### config.mk
export PLATFORM = sky130hd
export DESIGN_NAME = espic_seq
export DESIGN_NICKNAME = d
export VERILOG_FILES = /design/src/espic_pkg.sv /design/src/espic_seq.sv
export SDC_FILE = /design/constraint.sdc
export NUM_CORES = 1
export LEC_CHECK = 0
export BUFFER_PORTS_ARGS = -buffer_cell sky130_fd_sc_hd__buf_4
export CORE_AREA = 2 2 39 41
export CTS_CLUSTER_SIZE = 30
export DETAILED_ROUTE_END_ITERATION = 8
export DIE_AREA = 0 0 41 43
export GPL_TIMING_DRIVEN = 0
export PLACE_DENSITY_LB_ADDON = 0.25
export SYNTH_ARGS = -nofsm -noshare
export SYNTH_HDL_FRONTEND = slang
export SYNTH_SLANG_ARGS = --single-unit
### constraint.sdc
create_clock -name clk -period 1 [get_ports clk]
set_input_delay 0.05 -clock clk [delete_from_list [all_inputs] [get_ports clk]]
set_output_delay 0.05 -clock clk [all_outputs]
set_load 0.02 [all_outputs]
### src/espic_pkg.sv
// Shared types, constants and saturation helpers for the encoder speed PI controller.
`default_nettype none
package espic_pkg;

  localparam int DATA_W   = 32;
  localparam int GAIN_W   = 16;
  localparam int LIMIT_W  = 31;
  localparam int CFG_IDX_W = 3;
  localparam int MUL_IN_W = 33;
  localparam int PROD_W   = 2 * MUL_IN_W;
  localparam int SAT_W    = 72;

  localparam logic [GAIN_W-1:0] TIME_STEP_RST = 16'd655;
  localparam logic [GAIN_W-1:0] STEP_RATE_RST = 16'd100;
  localparam logic [LIMIT_W-1:0] LIMIT_RST    = 31'd65280;

  localparam logic [GAIN_W:0] FILT_OLD_WEIGHT = 17'd55706;
  localparam logic [GAIN_W:0] FILT_NEW_WEIGHT = 17'd9830;
  localparam logic signed [SAT_W-1:0] ROUND_HALF = 72'sd32768;

  typedef enum logic [CFG_IDX_W-1:0] {
    REG_PROP_GAIN  = 3'd0,
    REG_INT_GAIN   = 3'd1,
    REG_TIME_STEP  = 3'd2,
    REG_STEP_RATE  = 3'd3,
    REG_DRIVE_LIM  = 3'd4,
    REG_INTEG_LIM  = 3'd5
  } reg_idx_t;

  typedef enum logic [3:0] {
    ST_IDLE,
    ST_RAW,
    ST_FOLD,
    ST_FNEW,
    ST_PTERM,
    ST_KITS,
    ST_INC,
    ST_INTEG,
    ST_FINISH
  } state_t;

  typedef enum logic [2:0] {
    MSEL_RAW,
    MSEL_FOLD,
    MSEL_FNEW,
    MSEL_PTERM,
    MSEL_KITS,
    MSEL_INC
  } mul_sel_t;

  typedef struct packed {
    mul_sel_t mul_sel;
    logic     ld_raw;
    logic     ld_err;
    logic     ld_filt;
    logic     ld_p;
    logic     ld_integ;
    logic     ld_out;
  } ctrl_t;

  function automatic logic signed [DATA_W-1:0] sat32(input logic signed [SAT_W-1:0] x);
    logic signed [SAT_W-1:0] hi;
    logic signed [SAT_W-1:0] lo;
    hi = $signed({40'd0, 32'h7fffffff});
    lo = -hi - 72'sd1;
    if (x > hi) begin
      return hi[DATA_W-1:0];
    end else if (x < lo) begin
      return lo[DATA_W-1:0];
    end
    return x[DATA_W-1:0];
  endfunction

  function automatic logic signed [DATA_W-1:0] clamp_sym(input logic signed [SAT_W-1:0] x,
                                                         input logic [LIMIT_W-1:0] lim);
    logic signed [SAT_W-1:0] pos;
    logic signed [SAT_W-1:0] neg;
    pos = $signed({41'd0, lim});
    neg = -pos;
    if (x > pos) begin
      return pos[DATA_W-1:0];
    end else if (x < neg) begin
      return neg[DATA_W-1:0];
    end
    return x[DATA_W-1:0];
  endfunction

endpackage
`default_nettype wire

### src/espic_seq.sv
// Sequencer that steps the shared multiplier through one control update.
`default_nettype none
module espic_seq (
  input  wire logic          clk,
  input  wire logic          rst,
  input  wire logic          in_valid,
  input  wire logic          opcode,
  input  wire logic          out_free,
  output logic               in_ready,
  output espic_pkg::ctrl_t   ctrl
);
  import espic_pkg::*;

  state_t state;
  state_t state_next;

  always_ff @(posedge clk) begin
    if (rst) begin
      state <= ST_IDLE;
    end else begin
      state <= state_next;
    end
  end

  always_comb begin
    state_next    = state;
    in_ready      = 1'b0;
    ctrl          = '0;
    ctrl.mul_sel  = MSEL_RAW;
    case (state)
      ST_IDLE: begin
        in_ready = 1'b1;
        if (in_valid) begin
          state_next = opcode ? ST_FINISH : ST_RAW;
        end
      end
      ST_RAW: begin
        ctrl.mul_sel = MSEL_RAW;
        state_next   = ST_FOLD;
      end
      ST_FOLD: begin
        ctrl.mul_sel = MSEL_FOLD;
        ctrl.ld_raw  = 1'b1;
        state_next   = ST_FNEW;
      end
      ST_FNEW: begin
        ctrl.mul_sel = MSEL_FNEW;
        ctrl.ld_err  = 1'b1;
        state_next   = ST_PTERM;
      end
      ST_PTERM: begin
        ctrl.mul_sel = MSEL_PTERM;
        ctrl.ld_filt = 1'b1;
        state_next   = ST_KITS;
      end
      ST_KITS: begin
        ctrl.mul_sel = MSEL_KITS;
        ctrl.ld_p    = 1'b1;
        state_next   = ST_INC;
      end
      ST_INC: begin
        ctrl.mul_sel = MSEL_INC;
        state_next   = ST_INTEG;
      end
      ST_INTEG: begin
        ctrl.ld_integ = 1'b1;
        state_next    = ST_FINISH;
      end
      ST_FINISH: begin
        if (out_free) begin
          ctrl.ld_out = 1'b1;
          state_next  = ST_IDLE;
        end
      end
      default: begin
        state_next = ST_IDLE;
      end
    endcase
  end

endmodule
`default_nettype wire

== Yosys cells after proc, flatten, opt, wreduce, memory -nomap -nowiden ==
Cells that the tools add are included.
Operators by class
  eq/ne operators: 10
  multiplexer cells: 13
  reduce and logical (&&, ||, !) cells: 2
Operators by type and width (count)
  $pmux 4 s9: 1
  $eq 4x3->1 const B: 4
  $pmux 3 s5: 1
  $mux 4: 3
  $eq 4x2->1 const B: 2
  $mux 1: 8
  $eq 4x1->1 const B: 1
  $eq 4x4->1 const B: 1
  $logic_not 4->1: 1
  $ne 2x2->1 const B: 2
  $reduce_and 2->1: 1
Storage, ports and cells
  register bits after elaboration: 4
  input port bits: 5
  output and inout bits: 10
  logic and storage cells: 26

== Depth between registers and ports, before layout ==
  word-level depth: 3
  depth in mapped cells: 4
  depth with buffers taken out: 3

== Worst setup path before layout ==
Ideal clock, no wire load.
  path kind: register to output
  start: register state[2]
  end: output port ctrl[3] (netlist name)
  arrival: 1.229 ns
  data required time: 0.950 ns
  setup slack: -0.279 ns
  stages on the path, launching flop included: 3
  path buffers: 1
  cells stage by stage: dfxtp_1 buf_6 nor4b_1
RTL lines
  start, declared: RTL line espic_seq.sv:14  | state_t state;
  start signal, assigned: RTL line espic_seq.sv:21  | state <= state_next;
  end, declared: RTL line espic_seq.sv:10  | output espic_pkg::ctrl_t ctrl

==> flow_summary.toml <==
[worst_hold_path]
hp-class = "in -> reg"
min_path_cells = 2

[placed_design]
place.gp.congestion = 0.676
port_buffers = 14
hpwl_um = 562
placed_cell_area_sq_um = 449

[floorplanning]
start_util_pct = 21.9
die-area_sq_um = 1760
core_sq_um = 1380
die_x_um = 41
rows = 14
die_h_um = 43
io_pins = 15

[global_route]
grt_remaining_overflow = 0
grt_max_degree = 11
use_met3_pct = 8.90
antenna_found_initial = 0
grt.total_usage_pct = 13.8
busiest_layer = "met1"
use_met1_pct = 19.2
grt_pass1_wl_mm = 1.58
use_met2_pct = 18.1
grt_pass1_vias = 335

[layout]
regMostFlops = "state"
antennaDiodeCount = 0
layout-drive-gt1-share_pct = 85.3
final_area_sq_um = 693
final_core_util_pct = 50.1
area_growth_pct = 129
top_regs = "state: 4 flops"
fillCellCount = 141
seq_area_sq_um = 87.6
final_nets = 75
largest_reg_flops = 4
multi_input_area_sq_um = 282

[sta]
setup_violations = 12
worst_clock_skew_ps = 4.76
fin_crit_sh_pct = 131
max_freq_mhz = 764
tightest_slew_ps = 237
maxSlewViolCount = 0
finalHoldViolCount = 0
min_period_ps = 1310
slew_headroom_pct = 84.1
rsz0062_at_grt = "yes"
fin_ws_ps = -309

[clock_tree]
clk_path_buf_depth = 2
numCtsBuffers = 3
root_buffer = "clkbuf_4"
htree_levels = 1
insertion_delay_ps = 240
cts_tree = "built"
clk_pin_slew_worst_paths_ps = 40
cts.sinks = 4

[logic_synthesis]
netlist.area_leader.share_pct = 26.4
synth_flop_cell = "dfxtp_1"
synth.distinct_cells = 24
syn_area_sq_um = 303
postSynthRegisterBits = 4
synth-edff-count = 0
avgSynthCellArea_sq_um = 8.41
ys_warn_count = 0
synth_commonest_cells = "nor3_1 (5), dfxtp_1 (4), nand2_1 (3)"
yosys-top-cells-area = "dfxtp_1 (26%), nor3_1 (8.3%), a2111oi_2 (5.0%)"
netlist_instances = 36
yosysSeqAreaShare_pct = 26.4
synthArstFlopShare_pct = 0
synthesis.nets = 41
synth_most_common_cell = "nor3_1"
yosysTopAreaCell = "dfxtp_1"

[drt]
drc = 0
antenna_left = 0
wl_per_cell_um = 13.1
first_pass_iters = 2
drt-initial-drc-count = 6
via_count = 398
via_per_inst = 4.74
routed_wl_mm = 1.10

[critical_path]
worstPathBufferInverterCount = 3
worst_setup_path_start_kind = "flip-flop"
cp_data_arrival_time_ps = 1260
startpoint = "state[1]"
crit_top_cell = "buf_4"
criticalPathCategory = "reg -> out"
worstReg2RegStart = "state[1]"
r2r_cells = 6
worstReg2RegEnd = "state[3]"
path_delay_family = "buffers and inverters"
cp_max_fo = 6
endpoint_kind = "output pin"
ff2ff_setup_slack_ps = -200
path_depth = 5
path_cells = "buf_6 > buf_4 > xnor2_1 > nor3b_2 > buf_4"
crit_required_ps = 950
crit_path_end = "ctrl[8]"
slowest_delay_ps = 310
crit_slowest_cell = "dfxtp_2"

[status]
violations = "negative setup slack"
status = "complete, but fails checks"

[pwr]
p_leak_uw = 0.000301
power.density_nw_per_um2 = 1110
max-vdd-ir-drop_v = 0.000745

[run]
drv_cap = 0
-- timing repair --
item | in CTS | in global routing
setup endpoints to repair | 12 | 13
buffers inserted | 9 | 5
gates cloned | 1 | 0
hold endpoints to repair | 0 | 0
gates resized for setup | 17 | 10
pin swaps | 6 | 2
hold buffers | 0 | 0
-- how the worst min path moves through the flow --
stage	start	end	slack (ps)
after floorplan	rst	state[2]	110
after global placement	rst	state[2]	270
after detailed placement	rst	state[2]	270
after CTS	rst	state[2]	9
after global routing	rst	state[2]	40
final	rst	state[2]	30
-- layer usage --
| layer | up-vias | routed length [um] | share of wire [%] |
|---|---|---|---|
| li1 | 199 | - | - |
| met2 | 12 | 568 | 52 |
| met5 | - | 0 | 0 |
| met3 | 0 | 58 | 5.3 |
| met4 | 0 | 0 | 0 |
| met1 | 187 | 472 | 43 |
-- layout make-up --
cell class,count,share of cell area (%)
clock buffer,3,3.25
inverter,1,0.903
timing repair buffer,29,33.2
sequential,4,12.6
buffer,4,6.50
multi-input combinational,27,40.6
tap,16,2.89
-- cell families after synthesis --
group | share of synthesized area, %
flip-flops | 26.4
AND/OR/NAND/NOR | 41.3
XOR/XNOR | 2.89
buffers and inverters | 11.6
AO/OA/AOI/OAI | 17.8
-- stage by stage --
step | power, uW | setup TNS [ps] | hold WS (ps) | worst slack [ps] | std cells
2_1_floorplan | 327 | -392 | 115 | -76.3 | 36
3_3_place_gp | 400 | -273 | 270 | -103 | 66
3_5_place_dp | 401 | -277 | 269 | -100 | 66
4_1_cts | 701 | -2090 | 8.64 | -296 | 79
5_1_grt | 812 | -3250 | 40.6 | -360 | 84
6_report | 772 | -2580 | 32.6 | -309 | 84
-- where the power goes --
group / switching [uW] / leakage [uW] / internal [uW]
combinational: 178 / 0.000253 / 205
sequential: 10.9 / 0.0000347 / 175
clock: 67.7 / 0.0000138 / 134
-- placed cells by master (no fill, tap or decap) --
master	instances
buf_6	8
nor4b_4	1
nand2b_1	1
nor4_4	1
buf_4	24
dfxtp_2	3
nand3b_1	1
and4_1	1
nor3_1	1
a2111oi_4	1
nor3b_2	1
nand2_1	1
clkbuf_4	3
buf_2	1
dfxtp_4	1
a211oi_2	1
a41oi_2	1
or2_4	1
nand4_1	1
nor2_4	1
o31ai_2	1
a21oi_2	1
inv_4	1
nor2_1	2
and3_1	1
nor3_2	4
nand2b_4	1
nand2_2	2
xnor2_1	1
Power figures use the tool's default switching activity.
