### src/espic_pkg.sv
// Shared types, constants and saturation helpers for the encoder speed PI controller.
`default_nettype none
package espic_pkg;

  localparam int DATA_W   = 32;
  localparam int GAIN_W   = 16;
  localparam int LIMIT_W  = 31;
  localparam int CFG_IDX_W = 3;
  localparam int MUL_IN_W = 33;
  localparam int PROD_W   = 2 * MUL_IN_W;
  localparam int SAT_W    = 72;

  localparam logic [GAIN_W-1:0] TIME_STEP_RST = 16'd655;
  localparam logic [GAIN_W-1:0] STEP_RATE_RST = 16'd100;
  localparam logic [LIMIT_W-1:0] LIMIT_RST    = 31'd65280;

  localparam logic [GAIN_W:0] FILT_OLD_WEIGHT = 17'd55706;
  localparam logic [GAIN_W:0] FILT_NEW_WEIGHT = 17'd9830;
  localparam logic signed [SAT_W-1:0] ROUND_HALF = 72'sd32768;

  typedef enum logic [CFG_IDX_W-1:0] {
    REG_PROP_GAIN  = 3'd0,
    REG_INT_GAIN   = 3'd1,
    REG_TIME_STEP  = 3'd2,
    REG_STEP_RATE  = 3'd3,
    REG_DRIVE_LIM  = 3'd4,
    REG_INTEG_LIM  = 3'd5
  } reg_idx_t;

  typedef enum logic [3:0] {
    ST_IDLE,
    ST_RAW,
    ST_FOLD,
    ST_FNEW,
    ST_PTERM,
    ST_KITS,
    ST_INC,
    ST_INTEG,
    ST_FINISH
  } state_t;

  typedef enum logic [2:0] {
    MSEL_RAW,
    MSEL_FOLD,
    MSEL_FNEW,
    MSEL_PTERM,
    MSEL_KITS,
    MSEL_INC
  } mul_sel_t;

  typedef struct packed {
    mul_sel_t mul_sel;
    logic     ld_raw;
    logic     ld_err;
    logic     ld_filt;
    logic     ld_p;
    logic     ld_integ;
    logic     ld_out;
  } ctrl_t;

  function automatic logic signed [DATA_W-1:0] sat32(input logic signed [SAT_W-1:0] x);
    logic signed [SAT_W-1:0] hi;
    logic signed [SAT_W-1:0] lo;
    hi = $signed({40'd0, 32'h7fffffff});
    lo = -hi - 72'sd1;
    if (x > hi) begin
      return hi[DATA_W-1:0];
    end else if (x < lo) begin
      return lo[DATA_W-1:0];
    end
    return x[DATA_W-1:0];
  endfunction

  function automatic logic signed [DATA_W-1:0] clamp_sym(input logic signed [SAT_W-1:0] x,
                                                         input logic [LIMIT_W-1:0] lim);
    logic signed [SAT_W-1:0] pos;
    logic signed [SAT_W-1:0] neg;
    pos = $signed({41'd0, lim});
    neg = -pos;
    if (x > pos) begin
      return pos[DATA_W-1:0];
    end else if (x < neg) begin
      return neg[DATA_W-1:0];
    end
    return x[DATA_W-1:0];
  endfunction

endpackage
`default_nettype wire

### src/espic_mul.sv
// Shared registered signed multiplier used by the multiply steps of the control update.
`default_nettype none
module espic_mul (
  input  wire logic                                clk,
  input  wire logic signed [espic_pkg::MUL_IN_W-1:0] a,
  input  wire logic signed [espic_pkg::MUL_IN_W-1:0] b,
  output logic signed [espic_pkg::PROD_W-1:0]      prod
);
  import espic_pkg::*;

  always_ff @(posedge clk) begin
    prod <= a * b;
  end

endmodule
`default_nettype wire

### config.mk
export PLATFORM = sky130hd
export DESIGN_NAME = espic_mul
export DESIGN_NICKNAME = d
export VERILOG_FILES = /design/src/espic_pkg.sv /design/src/espic_mul.sv
export SDC_FILE = /design/constraint.sdc
export NUM_CORES = 2
export LEC_CHECK = 0
export BUFFER_PORTS_ARGS = -buffer_cell sky130_fd_sc_hd__buf_2
export CORE_MARGIN = 3
export CORE_UTILIZATION = 40
export CTS_BUF_LIST = sky130_fd_sc_hd__clkbuf_2 sky130_fd_sc_hd__clkbuf_4 sky130_fd_sc_hd__clkbuf_8
export DETAILED_ROUTE_END_ITERATION = 7
export PLACE_DENSITY = 0.6
export RECOVER_POWER = 50
export SLEW_MARGIN = 20
export SYNTH_ARGS = -nofsm -noshare
export SYNTH_HDL_FRONTEND = slang
export SYNTH_SLANG_ARGS = --single-unit
### constraint.sdc
create_clock -name clk -period 11.35 [get_ports clk]
set_clock_uncertainty 0.05 [all_clocks]
set_input_delay 2.27 -clock clk [delete_from_list [all_inputs] [get_ports clk]]
set_output_delay 2.27 -clock clk [all_outputs]
set_load 0.05 [all_outputs]
# Yosys cells after proc, flatten, opt, wreduce, memory -nomap -nowiden
# Index checks and enable logic that the tools add are counted.
[word_totals]
register_bits = 66
out_inout_bits = 66
[classes]
mul = 1
[op_table]
columns = ["cell", "count"]
rows = [
  ["multiplier 33 x 33 -> 66 bit", 1],
]

# Logic depth before layout (Yosys ltp)
[logic_depth]
depth_word = 1
mapped_depth = 27
mapped_depth_nobuf = 26

# Worst setup path before layout
# No wires, ideal clock.
[synth_timing]
path_type = "input to register"
from = "in a[32] in the netlist's numbering"
to = "reg prod[62] in the netlist's numbering"
setup_slack_ps = 1794
n_path_buf = 2
t_arrival_ps = 9427
path_stages = 23
setup_ps = 79
path_cell_list = "clkbuf_1 > nand2_1 > inv_1 > fa_1 > fa_1 > fa_1 > fa_1 > fa_1 > fa_1 > fa_1 > inv_1 > fa_1 > inv_1 > ha_1 > clkbuf_1 > and3_1 > nand3_1 > nand2b_1 > a2111oi_4 > a211oi_4 > a21o_2 > a21o_1 > a211oi_2"
[synth_between]
elab_chain_len = 1
[synth_lines]
columns = ["element", "line", "text"]
rows = [
  ["start: declaration", "espic_mul.sv:5", "input wire logic signed [espic_pkg::MUL_IN_W-1:0] a,"],
  ["multiplier 33 x 33 -> 66 bit", "espic_mul.sv:12", "prod <= a * b;"],
  ["end signal: assignment", "espic_mul.sv:12", ""],
  ["end: declaration", "espic_mul.sv:7", "output logic signed [espic_pkg::PROD_W-1:0] prod"],
]
# No other way between the ends.

# Worst setup path after layout
[layout_timing]
from = "in b[2] in the netlist's numbering"
to = "reg prod[64] in the netlist's numbering"
[layout_between]
elab_chain_len = 1
[layout_lines]
columns = ["element", "line", "text"]
rows = [
  ["start: declaration", "espic_mul.sv:6", "input wire logic signed [espic_pkg::MUL_IN_W-1:0] b,"],
  ["multiplier 33 x 33 -> 66 bit", "espic_mul.sv:12", ""],
]
# No other way between the ends.

==> results_dict.tcl <==
set metrics [dict create \
    critPathMaxFanout 33 \
    cts.htree.levels 3 \
    async_reset_ff_share_pct 0 \
    clockBufferDepth 2 \
    core_area_um2 100600 \
    min_path_type "primary input to flip-flop" \
    globalRouteOverflowTotal 0 \
    cts-root-buf "clkbuf_8" \
    globalplace.congestion 0.8995 \
    finalHoldViolCount 0 \
    dp_hpwl_um 91790 \
    clock-sinks 66 \
    syn2layout_area_growth_pct 4.911 \
    synth_ff_type "dfxtp_1" \
    crit_path_max_incr_delay_ns 0.82 \
    dieArea_um2 105700 \
    largest_reg_flops 66 \
    avgViaCountPerCell 4.950 \
    ant_nets 0 \
    start_util_pct 40.50 \
    cts_setup_buffers 0 \
    num_vias 28080 \
    fmax_ghz 0.09451 \
    syn_inst 4338 \
    numCtsBuffers 9 \
    syn_avg_cell_area_um2 9.390 \
    final-setup-viol-count 0 \
    grt_pass1_vias 31590 \
    cts_hold_buf 0 \
    clkSlewWorstSetupHoldPaths_ns 0.10 \
    crit_type "primary input to flip-flop" \
    grt_pass1_wl_um 180600 \
    finalNetCount 5737 \
    drive_gt1_share_pct 3.895 \
    maxSlewViolCount 0 \
    whs_path_depth 2 \
    cp.arrival_ns 10.90 \
    die_h_um 325.1 \
    cp.required_ns 11.67 \
    crit_top_cell "fa_1" \
    cp_cell_sequence "buf_2, and2_1, fa_1, fa_1, fa_1, buf_4, fa_1, fa_1, fa_1, fa_1, inv_1, fa_1, inv_1, ha_1, nand3_1, nor2_1, nand2_1, nor3_1, o311ai_4, nand3_2, a211oi_1, a311oi_1" \
    rows 116 \
    cts_tree "yes" \
    reg_top3 "prod: 66 flops" \
    endpoint_kind "flip-flop" \
    place.port_buffers 132 \
    wire_per_inst_um 19.38 \
    synth_edf_count 0 \
    max_slew_margin_pct 6.095 \
    die_w_um 325.1 \
    fin_crit_sh_pct 93.22 \
    postCtsResizedCells 0 \
    seq_area_frac_synth_pct 3.244 \
    worstHoldStart "b[0]" \
    drv_cap 0 \
    drt_iter0_drc 1407 \
    slowest_stage "fa_1" \
    io_pins 133 \
    synth_nets 5767 \
    period_minus_slack_ns 10.58 \
    rsz0062_at_grt "no" \
    worst_hold_path.endpoint "prod[0]" \
    tns_ns 0 \
    grt_max_degree 34 \
    synth-seq-cells 66 \
    grt_util_all_layers_pct 21.95 \
    yosysUniqueCellTypes 80 \
    top_register "prod" \
    yosysWarnings 0 \
    antenna_found_initial 8 \
    drcViolationCount 0 \
    mappedNetlistArea_um2 40730 \
    firstDrtPassIters 7 \
    routed_wl_um 109900 \
    tightest_slew_ns 1.409 \
    start_kind "primary input" \
    run_status "finished, final reports clean" \
]
[worst max-delay path: cells and delay by family]
family / cells / cell delay [ns]
AND/OR/NAND/NOR: 6 / 2.07
buffers and inverters: 4 / 0.92
AO/OA/AOI/OAI: 3 / 0.86
adder cells (fa/ha/maj): 9 / 4.75
[layout make-up]
cell class | instances | area [µm²]
Clock buffer | 12 | 158.9
Inverter | 1131 | 4245
Multi-Input combinational cell | 2920 | 34320
Tap cell | 1357 | 1698
Antenna cell | 3 | 7.507
Clock inverter | 4 | 50.05
Timing Repair Buffer | 180 | 937.1
Sequential cell | 66 | 1321
Fill cell | 10010 | 57850
[cells by family (layout without fill, tap and decap cells)]
kind of cell / after synthesis / after routing / synth area share (%)
adders and majority gates: 1362 / 1362 / 62.94
buffers and inverters: 1352 / 1327 / 12.51
and+or+nand+nor: 1271 / 1271 / 15.78
AOI/OAI and AO/OA: 219 / 219 / 4.067
xor gates and xnor gates: 68 / 68 / 1.462
DFF: 66 / 66 / 3.244
other: 0 / 3 / 0
[through the flow]
step           cells  hold slack [ns]  util, %  setup WS, ns  area (µm²)
6_report        5673            2.286    42.49        0.7695       42730
5_1_grt         5672            2.278    42.49        0.5603       42730
4_1_cts         5670            2.229    42.56        0.9392       42810
3_5_place_dp    5654            2.690    42.36        0.4233       42600
3_3_place_gp    5654            2.689    42.36        0.3609       42600
2_1_floorplan   4338            2.347        -         1.794       40730
[worst max path at each step]
| stage | startpoint | end | slack [ns] | depth (start not counted) |
|---|---|---|---|---|
| global route | b[9] | prod[64] | 0.56 | 22 |
| global placement | b[4] | prod[64] | 0.36 | 22 |
| finish | b[2] | prod[64] | 0.77 | 22 |
| detailed placement | b[9] | prod[64] | 0.42 | 21 |
| floorplan | a[32] | prod[62] | 1.79 | 23 |
| CTS | b[9] | prod[64] | 0.94 | 21 |
[metal layers]
layer  global-route usage [%]  share of wire, %  routed length [µm]
met5                        0                 0                   0
met4                    7.418               3.5                3864
met1                    29.06                42               46220
met3                    2.888               4.8                5237
met2                    37.25                50               54610
[synth_stat cells, types with 6 or more instances]
| library cell | instances | share of area [%] |
|---|---|---|
| a211o_1 | 6 | 0.13 |
| o21ai_1 | 6 | 0.074 |
| nand2_1 | 551 | 5.1 |
| o21bai_1 | 11 | 0.20 |
| nand3_1 | 25 | 0.31 |
| nor2_1 | 68 | 0.63 |
| xor2_1 | 25 | 0.54 |
| ha_1 | 217 | 6.7 |
| inv_1 | 1131 | 10 |
| nand4_1 | 11 | 0.17 |
| a31oi_1 | 8 | 0.12 |
| xnor2_1 | 43 | 0.92 |
| o21ai_0 | 25 | 0.31 |
| buf_2 | 11 | 0.14 |
| nand2b_1 | 12 | 0.18 |
| and2_1 | 562 | 8.6 |
| clkbuf_1 | 208 | 1.9 |
| dfxtp_1 | 66 | 3.2 |
| nor3_1 | 7 | 0.086 |
| fa_1 | 1145 | 56 |
| o21a_1 | 6 | 0.11 |
| a21o_1 | 36 | 0.66 |
| a211oi_1 | 7 | 0.13 |
| a21oi_1 | 57 | 0.70 |
[layout by cell type (no fill, tap or decap), types with 47 or more instances in the layout]
cell / synthesis / routed
a21oi_1: 57 / 57
clkbuf_1: 208 / 65
buf_2: 11 / 68
inv_1: 1131 / 1131
buf_4: 0 / 47
ha_1: 217 / 217
nor2_1: 68 / 68
nand2_1: 551 / 551
dfxtp_1: 66 / 66
fa_1: 1145 / 1145
and2_1: 562 / 561
Power is left out: the tool's default activity adds up to more than one toggle a clock period on the data nets, which glitch-free logic cannot reach.
